`src/rtl/core/cmr_pkg.sv`:
```
// shared constants for the can multiframe reassembler
`timescale 1ns / 1ps

package cmr_pkg;

   localparam int NUM_SLOTS   = 4;
   localparam int MAX_LEN     = 64;
   localparam int SLOT_W      = (NUM_SLOTS > 1) ? $clog2(NUM_SLOTS) : 1;
   localparam int POS_W       = $clog2(MAX_LEN);
   localparam int LEN_W       = POS_W + 1;
   localparam int ADDR_W      = SLOT_W + POS_W;
   localparam int MEM_DEPTH   = NUM_SLOTS * MAX_LEN;
   localparam int CONT_BYTES  = 7;
   localparam int FIRST_BYTES = 3;
   localparam int BYTE_SEL_W  = 3;

   localparam logic [7:0] START_MARKER_RESET = 8'h3a;

   typedef logic [7:0] byte_type;

endpackage

```
`src/rtl/core/cmr_req_if.sv`:
```
// frame channel carrying one can data frame per item
`timescale 1ns / 1ps

interface cmr_req_if;
   logic       valid;
   logic       ready;
   logic [7:0] frame_byte_0;
   logic [7:0] frame_byte_1;
   logic [7:0] frame_byte_2;
   logic [7:0] frame_byte_3;
   logic [7:0] frame_byte_4;
   logic [7:0] frame_byte_5;
   logic [7:0] frame_byte_6;
   logic [7:0] frame_byte_7;

   modport source (
      output valid, frame_byte_0, frame_byte_1, frame_byte_2, frame_byte_3,
             frame_byte_4, frame_byte_5, frame_byte_6, frame_byte_7,
      input  ready
   );

   modport sink (
      input  valid, frame_byte_0, frame_byte_1, frame_byte_2, frame_byte_3,
             frame_byte_4, frame_byte_5, frame_byte_6, frame_byte_7,
      output ready
   );
endinterface

```
`src/rtl/core/cmr_rsp_if.sv`:
```
// result channel carrying one payload byte of a message per item
`timescale 1ns / 1ps

interface cmr_rsp_if;
   logic       valid;
   logic       ready;
   logic [7:0] source_id;
   logic [7:0] device_code;
   logic [7:0] command;
   logic [6:0] msg_length;
   logic [5:0] byte_index;
   logic [7:0] payload_byte;
   logic       last;

   modport source (
      output valid, source_id, device_code, command, msg_length, byte_index,
             payload_byte, last,
      input  ready
   );

   modport sink (
      input  valid, source_id, device_code, command, msg_length, byte_index,
             payload_byte, last,
      output ready
   );
endinterface

```
`src/rtl/core/can_multiframe_reassembler_unit.sv`:
```
// top level of the can multiframe reassembler
//
//   port       dir   handshake        carries
//   req_chan   in    valid / ready    one 8-byte can frame
//   rsp_chan   out   valid / ready    one payload byte of a finished message
//   csr_*      in    write enable     start marker value
//
// a frame is taken in idle and its slot searched in match; a dropped frame ends there,
// a stored one then writes 3 or 7 payload bytes in the write state (one write port)
// a finishing frame then emits max(length,1) results from the payload memory read port,
// one per cycle while rsp is not stalled; the slot frees with the last accepted result
// reset (synchronous) clears slot busy flags and the sequencer; no clearing pass
// rsp stalls hold the output register and the memory read; req waits meanwhile
`timescale 1ns / 1ps

module can_multiframe_reassembler_unit
   import cmr_pkg::*;
(
   input  logic         clock,
   input  logic         reset,
   input  logic         csr_wr_en,
   input  logic [7:0]   csr_wr_data,
   cmr_req_if.sink      req_chan,
   cmr_rsp_if.source    rsp_chan
);

   localparam logic [1:0] ST_IDLE  = 2'd0;
   localparam logic [1:0] ST_MATCH = 2'd1;
   localparam logic [1:0] ST_WRITE = 2'd2;
   localparam logic [1:0] ST_EMIT  = 2'd3;

   logic [1:0]            state_ff, state_in;
   logic [7:0]            marker_ff;
   byte_type              frame_ff [8];
   logic [NUM_SLOTS-1:0]  busy_ff, busy_in;
   byte_type              sender_ff  [NUM_SLOTS];
   byte_type              device_ff  [NUM_SLOTS];
   byte_type              command_ff [NUM_SLOTS];
   logic [LEN_W-1:0]      length_ff  [NUM_SLOTS];
   logic [LEN_W-1:0]      fill_ff    [NUM_SLOTS];

   logic [SLOT_W-1:0]     slot_ff, slot_in;
   logic [LEN_W-1:0]      base_ff, base_in;
   logic [BYTE_SEL_W-1:0] src_ff, src_in;
   logic [BYTE_SEL_W-1:0] cnt_ff, cnt_in;
   logic                  done_ff, done_in;
   logic [LEN_W-1:0]      rd_idx_ff, rd_idx_in;
   logic                  out_valid_ff, out_valid_in;
   logic [POS_W-1:0]      out_idx_ff, out_idx_in;
   logic                  out_last_ff, out_last_in;

   byte_type              mem [MEM_DEPTH];
   byte_type              rdata_ff;

   logic                  req_accept;
   logic                  rsp_accept;
   logic                  hit;
   logic [SLOT_W-1:0]     hit_slot;
   logic                  free_any;
   logic [SLOT_W-1:0]     free_slot;
   logic [LEN_W-1:0]      cont_sum;
   logic [LEN_W-1:0]      cont_fill;
   logic [LEN_W-1:0]      start_len;
   logic [LEN_W-1:0]      emit_cnt;
   logic                  meta_we;
   logic                  fill_we;
   logic [LEN_W-1:0]      fill_wdata;
   logic                  mem_we;
   logic                  mem_re;
   logic [ADDR_W-1:0]     wr_addr;
   logic [ADDR_W-1:0]     rd_addr;

   assign req_accept = req_chan.valid && req_chan.ready;
   assign rsp_accept = rsp_chan.valid && rsp_chan.ready;

   // lowest busy slot with this sender, lowest free slot
   always_comb begin
      hit       = 1'b0;
      hit_slot  = '0;
      free_any  = 1'b0;
      free_slot = '0;
      for (int s = NUM_SLOTS - 1; s >= 0; s--) begin
         if (busy_ff[s] && (sender_ff[s] == frame_ff[0])) begin
            hit      = 1'b1;
            hit_slot = SLOT_W'(s);
         end
         if (!busy_ff[s]) begin
            free_any  = 1'b1;
            free_slot = SLOT_W'(s);
         end
      end
   end

   always_comb begin
      cont_sum  = fill_ff[hit_slot] + LEN_W'(CONT_BYTES);
      cont_fill = (cont_sum > LEN_W'(MAX_LEN)) ? LEN_W'(MAX_LEN) : cont_sum;
      start_len = (frame_ff[3] > 8'(MAX_LEN)) ? LEN_W'(MAX_LEN)
                                              : frame_ff[3][LEN_W-1:0];
      emit_cnt  = (length_ff[slot_ff] == '0) ? LEN_W'(1) : length_ff[slot_ff];
   end

   always_comb begin
      state_in     = state_ff;
      busy_in      = busy_ff;
      slot_in      = slot_ff;
      base_in      = base_ff;
      src_in       = src_ff;
      cnt_in       = cnt_ff;
      done_in      = done_ff;
      rd_idx_in    = rd_idx_ff;
      out_valid_in = out_valid_ff;
      out_idx_in   = out_idx_ff;
      out_last_in  = out_last_ff;
      meta_we      = 1'b0;
      fill_we      = 1'b0;
      fill_wdata   = cont_fill;
      mem_we       = 1'b0;
      mem_re       = 1'b0;
      case (state_ff)
         ST_IDLE: begin
            if (req_accept) begin
               state_in = ST_MATCH;
            end
         end
         ST_MATCH: begin
            if (hit) begin
               slot_in    = hit_slot;
               base_in    = fill_ff[hit_slot];
               src_in     = BYTE_SEL_W'(1);
               cnt_in     = BYTE_SEL_W'(CONT_BYTES);
               done_in    = cont_fill >= length_ff[hit_slot];
               fill_we    = 1'b1;
               fill_wdata = cont_fill;
               state_in   = ST_WRITE;
            end else if ((frame_ff[1] == marker_ff) && free_any) begin
               slot_in            = free_slot;
               base_in            = '0;
               src_in             = BYTE_SEL_W'(5);
               cnt_in             = BYTE_SEL_W'(FIRST_BYTES);
               done_in            = start_len <= LEN_W'(FIRST_BYTES);
               meta_we            = 1'b1;
               fill_we            = 1'b1;
               fill_wdata         = LEN_W'(FIRST_BYTES);
               busy_in[free_slot] = 1'b1;
               state_in           = ST_WRITE;
            end else begin
               state_in = ST_IDLE;
            end
         end
         ST_WRITE: begin
            mem_we  = base_ff < LEN_W'(MAX_LEN);
            base_in = base_ff + LEN_W'(1);
            src_in  = src_ff + BYTE_SEL_W'(1);
            cnt_in  = cnt_ff - BYTE_SEL_W'(1);
            if (cnt_ff == BYTE_SEL_W'(1)) begin
               rd_idx_in    = '0;
               out_valid_in = 1'b0;
               state_in     = done_ff ? ST_EMIT : ST_IDLE;
            end
         end
         ST_EMIT: begin
            if (!out_valid_ff || rsp_accept) begin
               if (rd_idx_ff < emit_cnt) begin
                  mem_re       = 1'b1;
                  out_valid_in = 1'b1;
                  out_idx_in   = rd_idx_ff[POS_W-1:0];
                  out_last_in  = (rd_idx_ff + LEN_W'(1)) == emit_cnt;
                  rd_idx_in    = rd_idx_ff + LEN_W'(1);
               end else begin
                  out_valid_in     = 1'b0;
                  busy_in[slot_ff] = 1'b0;
                  state_in         = ST_IDLE;
               end
            end
         end
         default: begin
            state_in = ST_IDLE;
         end
      endcase
   end

   always_ff @(posedge clock) begin
      if (reset) begin
         state_ff     <= ST_IDLE;
         busy_ff      <= '0;
         out_valid_ff <= 1'b0;
         marker_ff    <= START_MARKER_RESET;
      end else begin
         state_ff     <= state_in;
         busy_ff      <= busy_in;
         out_valid_ff <= out_valid_in;
         if (csr_wr_en) begin
            marker_ff <= csr_wr_data;
         end
      end
   end

   always_ff @(posedge clock) begin
      slot_ff     <= slot_in;
      base_ff     <= base_in;
      src_ff      <= src_in;
      cnt_ff      <= cnt_in;
      done_ff     <= done_in;
      rd_idx_ff   <= rd_idx_in;
      out_idx_ff  <= out_idx_in;
      out_last_ff <= out_last_in;
      if (req_accept) begin
         frame_ff[0] <= req_chan.frame_byte_0;
         frame_ff[1] <= req_chan.frame_byte_1;
         frame_ff[2] <= req_chan.frame_byte_2;
         frame_ff[3] <= req_chan.frame_byte_3;
         frame_ff[4] <= req_chan.frame_byte_4;
         frame_ff[5] <= req_chan.frame_byte_5;
         frame_ff[6] <= req_chan.frame_byte_6;
         frame_ff[7] <= req_chan.frame_byte_7;
      end
      if (meta_we) begin
         sender_ff[free_slot]  <= frame_ff[0];
         device_ff[free_slot]  <= frame_ff[2];
         command_ff[free_slot] <= frame_ff[4];
         length_ff[free_slot]  <= start_len;
      end
      if (fill_we) begin
         fill_ff[slot_in] <= fill_wdata;
      end
   end

   // payload memory, one write and one registered read per cycle
   assign wr_addr = {slot_ff, base_ff[POS_W-1:0]};
   assign rd_addr = {slot_ff, rd_idx_ff[POS_W-1:0]};

   always_ff @(posedge clock) begin
      if (mem_we) begin
         mem[wr_addr] <= frame_ff[src_ff];
      end
      if (mem_re) begin
         rdata_ff <= mem[rd_addr];
      end
   end

   assign req_chan.ready        = (state_ff == ST_IDLE);
   assign rsp_chan.valid        = out_valid_ff;
   assign rsp_chan.source_id    = sender_ff[slot_ff];
   assign rsp_chan.device_code  = device_ff[slot_ff];
   assign rsp_chan.command      = command_ff[slot_ff];
   assign rsp_chan.msg_length   = length_ff[slot_ff];
   assign rsp_chan.byte_index   = out_idx_ff;
   assign rsp_chan.payload_byte = (length_ff[slot_ff] == '0) ? 8'h00 : rdata_ff;
   assign rsp_chan.last         = out_last_ff;

endmodule

```
`src/flat_wrapper.sv`:
```
// flat-port wrapper written by rule: the top's interface ports become plain ports
module can_multiframe_reassembler_unit_flat import cmr_pkg::*;
  (clock, reset, csr_wr_en, csr_wr_data, req_chan_valid, req_chan_frame_byte_0, req_chan_frame_byte_1, req_chan_frame_byte_2, req_chan_frame_byte_3, req_chan_frame_byte_4, req_chan_frame_byte_5, req_chan_frame_byte_6, req_chan_frame_byte_7, req_chan_ready, rsp_chan_valid, rsp_chan_source_id, rsp_chan_device_code, rsp_chan_command, rsp_chan_msg_length, rsp_chan_byte_index, rsp_chan_payload_byte, rsp_chan_last, rsp_chan_ready);
  cmr_req_if req_chan_i ();
  cmr_rsp_if rsp_chan_i ();
  input  logic clock;
  input  logic reset;
  input  logic csr_wr_en;
  input  logic [7:0] csr_wr_data;
  input wire logic [$bits(req_chan_i.valid)-1:0] req_chan_valid;
  input wire logic [$bits(req_chan_i.frame_byte_0)-1:0] req_chan_frame_byte_0;
  input wire logic [$bits(req_chan_i.frame_byte_1)-1:0] req_chan_frame_byte_1;
  input wire logic [$bits(req_chan_i.frame_byte_2)-1:0] req_chan_frame_byte_2;
  input wire logic [$bits(req_chan_i.frame_byte_3)-1:0] req_chan_frame_byte_3;
  input wire logic [$bits(req_chan_i.frame_byte_4)-1:0] req_chan_frame_byte_4;
  input wire logic [$bits(req_chan_i.frame_byte_5)-1:0] req_chan_frame_byte_5;
  input wire logic [$bits(req_chan_i.frame_byte_6)-1:0] req_chan_frame_byte_6;
  input wire logic [$bits(req_chan_i.frame_byte_7)-1:0] req_chan_frame_byte_7;
  output wire logic [$bits(req_chan_i.ready)-1:0] req_chan_ready;
  output wire logic [$bits(rsp_chan_i.valid)-1:0] rsp_chan_valid;
  output wire logic [$bits(rsp_chan_i.source_id)-1:0] rsp_chan_source_id;
  output wire logic [$bits(rsp_chan_i.device_code)-1:0] rsp_chan_device_code;
  output wire logic [$bits(rsp_chan_i.command)-1:0] rsp_chan_command;
  output wire logic [$bits(rsp_chan_i.msg_length)-1:0] rsp_chan_msg_length;
  output wire logic [$bits(rsp_chan_i.byte_index)-1:0] rsp_chan_byte_index;
  output wire logic [$bits(rsp_chan_i.payload_byte)-1:0] rsp_chan_payload_byte;
  output wire logic [$bits(rsp_chan_i.last)-1:0] rsp_chan_last;
  input wire logic [$bits(rsp_chan_i.ready)-1:0] rsp_chan_ready;
  assign req_chan_i.valid = req_chan_valid;
  assign req_chan_i.frame_byte_0 = req_chan_frame_byte_0;
  assign req_chan_i.frame_byte_1 = req_chan_frame_byte_1;
  assign req_chan_i.frame_byte_2 = req_chan_frame_byte_2;
  assign req_chan_i.frame_byte_3 = req_chan_frame_byte_3;
  assign req_chan_i.frame_byte_4 = req_chan_frame_byte_4;
  assign req_chan_i.frame_byte_5 = req_chan_frame_byte_5;
  assign req_chan_i.frame_byte_6 = req_chan_frame_byte_6;
  assign req_chan_i.frame_byte_7 = req_chan_frame_byte_7;
  assign req_chan_ready = req_chan_i.ready;
  assign rsp_chan_valid = rsp_chan_i.valid;
  assign rsp_chan_source_id = rsp_chan_i.source_id;
  assign rsp_chan_device_code = rsp_chan_i.device_code;
  assign rsp_chan_command = rsp_chan_i.command;
  assign rsp_chan_msg_length = rsp_chan_i.msg_length;
  assign rsp_chan_byte_index = rsp_chan_i.byte_index;
  assign rsp_chan_payload_byte = rsp_chan_i.payload_byte;
  assign rsp_chan_last = rsp_chan_i.last;
  assign rsp_chan_i.ready = rsp_chan_ready;
  can_multiframe_reassembler_unit u_core (.clock(clock), .reset(reset), .csr_wr_en(csr_wr_en), .csr_wr_data(csr_wr_data), .req_chan(req_chan_i), .rsp_chan(rsp_chan_i));
endmodule
```
`config.mk`:
```
export PLATFORM = sky130hd
export DESIGN_NAME = can_multiframe_reassembler_unit_flat
export DESIGN_NICKNAME = d
export VERILOG_FILES = /design/src/rtl/core/cmr_pkg.sv /design/src/rtl/core/cmr_req_if.sv /design/src/rtl/core/cmr_rsp_if.sv /design/src/rtl/core/can_multiframe_reassembler_unit.sv /design/src/flat_wrapper.sv
export SDC_FILE = /design/constraint.sdc
export NUM_CORES = 2
export LEC_CHECK = 0
export ABC_CLOCK_PERIOD_IN_PS = 7610
export BUFFER_PORTS_ARGS = -buffer_cell sky130_fd_sc_hd__buf_4
export CAP_MARGIN = 20
export CELL_PAD_IN_SITES_DETAIL_PLACEMENT = 0
export CELL_PAD_IN_SITES_GLOBAL_PLACEMENT = 1
export CORE_MARGIN = 2
export CORE_UTILIZATION = 24
export CTS_CLUSTER_SIZE = 10
export DETAILED_ROUTE_END_ITERATION = 7
export PLACE_DENSITY_LB_ADDON = 0.1
export SYNTH_ARGS = -nofsm -noshare
export SYNTH_HDL_FRONTEND = slang
export SYNTH_SLANG_ARGS = --single-unit
```
`constraint.sdc`:
```
create_clock -name clock -period 7.61 [get_ports clock]
set_clock_uncertainty 0.2 [all_clocks]
set_input_delay 0.761 -clock clock [delete_from_list [all_inputs] [get_ports clock]]
set_output_delay 0.761 -clock clock [all_outputs]
set_load 0.02 [all_outputs]
```
==> reports/results.txt <==
RSZ-0062 raised after global routing: no
Starting Density: 24.1%
number of synthesized flops with an enable pin: 2300
Bufs and invs on worst path: 1
I/O pin count: 125
fraction of the yosys area taken by sequential cells: 76.4%
Initial DRC Count: 3514
Final Hold Vio Count: 0
CTS tree: yes
Worst path top cell family by delay: simple AND/OR/NAND/NOR gates
maximum vdd ir drop: 151 uV
CP Depth: 17
antenna violations before repair: 34
wire length on met3: 12800 um
headroom to the max-slew limit: 9.80%
syn_area_per_cell: 22.7 sq um
hold crit path type: primary input to flip-flop
fin nets: 4468
drt pass-1 iters: 5
min Tclk post-route: 5870 ps
largest family of logic cells by synthesized area: multiplexers
count leader, synth: edfxtp_1
CTS HTree Levels: 5
Clk pwr share: 44.9%
die area: 384000 sq um
Clock Path Buffers: 4
DIE HEIGHT: 619 um
Post-Place Setup Slack: 1750 ps
Worst-Margin Slew: 1350 ps
pwr/cell area: 258 nW/um^2
met2 routed WL: 136000 um
CP Data Arrival Time: 6280 ps
switching share of power: 21.9%
routed wire length: 280000 um
gr usage total: 14.5%
CTS sink count: 2320
simple-gate share of the synthesized area: 2.33%
Synth Flop Type: edfxtp_1
complex-gate fraction of the synthesized area: 0.676%
row cnt: 225
reg-to-reg slack, setup: 1740 ps
Post-route DRC: 0
Crit. End Element: flip-flop
CP required: 8030 ps
final worst slack: 1740 ps
min-delay src: req_chan_valid
multi-input logic area: 20700 sq um
vias in the first global route: 44600
fill count: 36700
max-cap violation count: 0
post-synth top area share: 76.0%
total CTS buffers: 289
Clock transition at path regs: 60 ps
CP max-delay cell: mux4_2
Synth Net Count: 4103
WL/cell: 29.4 um
Fin Setup TNS: 0 ps
Design Power: 0.0278 W
post-synthesis mux area share: 18.4%
reg-to-reg startpoint: u_core.frame_ff[0][4]
CP most frequent cell: o21ai_0
crit share post-route: 77.1%
remaining global-route overflow: 0
post-synthesis async set-or-reset flop share: 0%
CP max FO: 16
Worst-Skew Late Latency: 910 ps
Max Clock Freq: 170 MHz
hold path cells: 5
unique cell type count in the Yosys netlist: 65
Synth Instances: 4000
Setup-failing EPs final: 0
register area: 69500 sq um
crit start category: flip-flop
reg-to-reg endpoint: u_core.done_ff
Post-Route M1 WL: 126000 um
switching power: 0.00608 W
synth top area cells: edfxtp_1, mux4_2, nor2_1
share of total power in combinational logic: 3.2%
synth cell count leaders: edfxtp_1, mux4_2, nor2_1
Reg2Reg Depth: 17
Vias/cell: 4.46
Final ANT Viol Nets: 0
Yosys top cell by area: edfxtp_1
port buffer count: 124
layout cells sized above 1: 29.6%
Yosys Warn Count: 0
maximum number of pins on one net before global-route repair: 188
core area: 376000 sq um
kind of critical path: flip-flop to flip-flop
status: finished, final reports clean
slowest stage delay, CP: 680 ps
XOR/XNOR share of the synthesized area: 0.639%
Pleak: 31.5 nW
sequential share of power: 51.8%
Die X: 619 um
Int Power: 0.0217 W
root buffer cell: clkbuf_16
setup repair bufs after CTS: 0
Synth-to-Final Area Change: 18.4%
area share of fa/ha/maj cells after synthesis: 0.358%
Syn Std Cell Area: 90900 sq um
Post-DP HPWL: 164000 um
top sig layer: met4
Routability Congestion: 0.723
max-slew violations: 0
first-pass GRT wire length: 387000 um
Yosys reg bits: 2320
CP Cell Sequence: xor2_1, nor4_1, nor3b_2, a21oi_4, nor2_4, mux4_2, or4_1, a211oi_2, o21ai_1, inv_1, ha_1, a21boi_0, o21ai_0, o21ai_0, and4_1, o31ai_1, a221oi_2
hold path endpoint: u_core.state_ff[1]
DR vias: 42500
-- sequential cells by signal, indices dropped and copies added, names as in the netlist, named ones only --
name / cells
u_core.frame_ff: 64
u_core.command_ff: 32
u_core.done_ff: 1
u_core.rsp_chan.last: 1
u_core.fill_ff: 28
u_core.rdata_ff: 8
u_core.cnt_ff: 3
u_core.state_ff: 2
u_core.slot_ff: 2
u_core.rsp_chan.byte_index: 6
u_core.busy_ff: 4
u_core.mem: 2048
u_core.rsp_chan.valid: 1
u_core.rd_idx_ff: 7
u_core.sender_ff: 32
u_core.length_ff: 28
u_core.src_ff: 3
u_core.base_ff: 7
u_core.marker_ff: 8
u_core.device_ff: 32
-- metal layers --
layer | track usage, % | vias up
met5 | 0 | -
met4 | 3.05 | 0
met3 | 2.12 | 341
met2 | 23.8 | 1036
met1 | 20.3 | 23500
li1 | - | 17600
-- cells in the final DEF (no fill, tap or decap), drive strengths merged, types with 7 or more instances in the layout --
| cell type | instances |
|---|---|
| mux2i | 14 |
| and2 | 23 |
| and3 | 7 |
| edfxtp | 2300 |
| a31oi | 7 |
| buf | 218 |
| dlygate4sd3 | 85 |
| xnor2 | 45 |
| ha | 26 |
| a21oi | 19 |
| o21ai | 26 |
| nor2 | 282 |
| mux4 | 729 |
| nand2 | 58 |
| diode | 9 |
| nor3 | 15 |
| dfxtp | 20 |
| inv | 45 |
| nor2b | 17 |
| mux2 | 17 |
| clkinv | 57 |
| xor2 | 17 |
| clkbuf | 381 |
| nand4 | 10 |
| nand3 | 41 |
-- metrics by stage --
| step | cells | utilization, % | hold WS [ps] | instance area [sq um] |
|---|---|---|---|---|
| final | 9526 | 28.6 | 267 | 108000 |
| after global routing | 9518 | 28.6 | 256 | 108000 |
| after CTS | 9516 | 28.6 | 196 | 108000 |
| after detailed placement | 8982 | 26.2 | 297 | 98500 |
| after global placement | 8978 | 26.1 | 299 | 98400 |
| after floorplan | 4000 | - | 255 | 90900 |
-- cell type report --
type / instances / area share (%)
Sequential cell: 2320 / 64.6
Multi-Input combinational cell: 1416 / 19.2
Clock buffer: 381 / 7.19
Tap cell: 4994 / 5.81
Timing Repair Buffer: 303 / 2.63
Clock inverter: 68 / 0.479
Inverter: 35 / 0.122
Antenna cell: 9 / 0.0209
-- power by group through the flow --
stage	Sequential, W	Combinational (W)	Clock (W)
floorplan	0.0146	0.000406	0
global placement	0.0147	0.000902	0
detailed placement	0.0147	0.000925	0
CTS	0.0144	0.000961	0.0129
global route	0.0144	0.000992	0.0133
finish	0.0144	0.000901	0.0125
-- worst reg2reg max path: stages (launching register included) --
cell and delay, ps:
edfxtp_1 560, xor2_1 230, nor4_1 400, nor3b_2 590, a21oi_4 80, nor2_4 480, mux4_2 680, or4_1 560
a211oi_2 280, o21ai_1 110, inv_1 80, ha_1 210, a21boi_0 120, o21ai_0 210, o21ai_0 140, and4_1 250
o31ai_1 300, a221oi_2 90
-- how the worst max path moves through the flow --
stage / start / endpoint / slack [ps]
3_5_place_dp: u_core.frame_ff[0][4] / u_core.done_ff / 1750
5_1_grt: u_core.frame_ff[0][2] / u_core.done_ff / 1200
2_1_floorplan: u_core.frame_ff[0][3] / u_core.command_ff[1][0] / 2640
6_report: u_core.frame_ff[0][4] / u_core.done_ff / 1740
4_1_cts: u_core.frame_ff[0][4] / u_core.done_ff / 1690
3_3_place_gp: u_core.frame_ff[0][2] / u_core.done_ff / 1730
-- cells by family (layout without fill, tap and decap cells) --
group                      after synthesis  count (layout)
buffers and inverters                  264             787
muxes                                  760             760
and+or+nand+nor                        478             478
adders and majority gates               26              26
xor gates and xnor gates                62              62
other                                    0               9
AOI/OAI and AO/OA                       90              90
DFF                                   2320            2320
-- repair_timing --
item                                    CTS  global route
endpoints found under the setup margin    0             0
resized for setup                         0             0
endpoints found under the hold margin    79             0
hold buffers                             85             0
(Power assumes the default switching activity.)
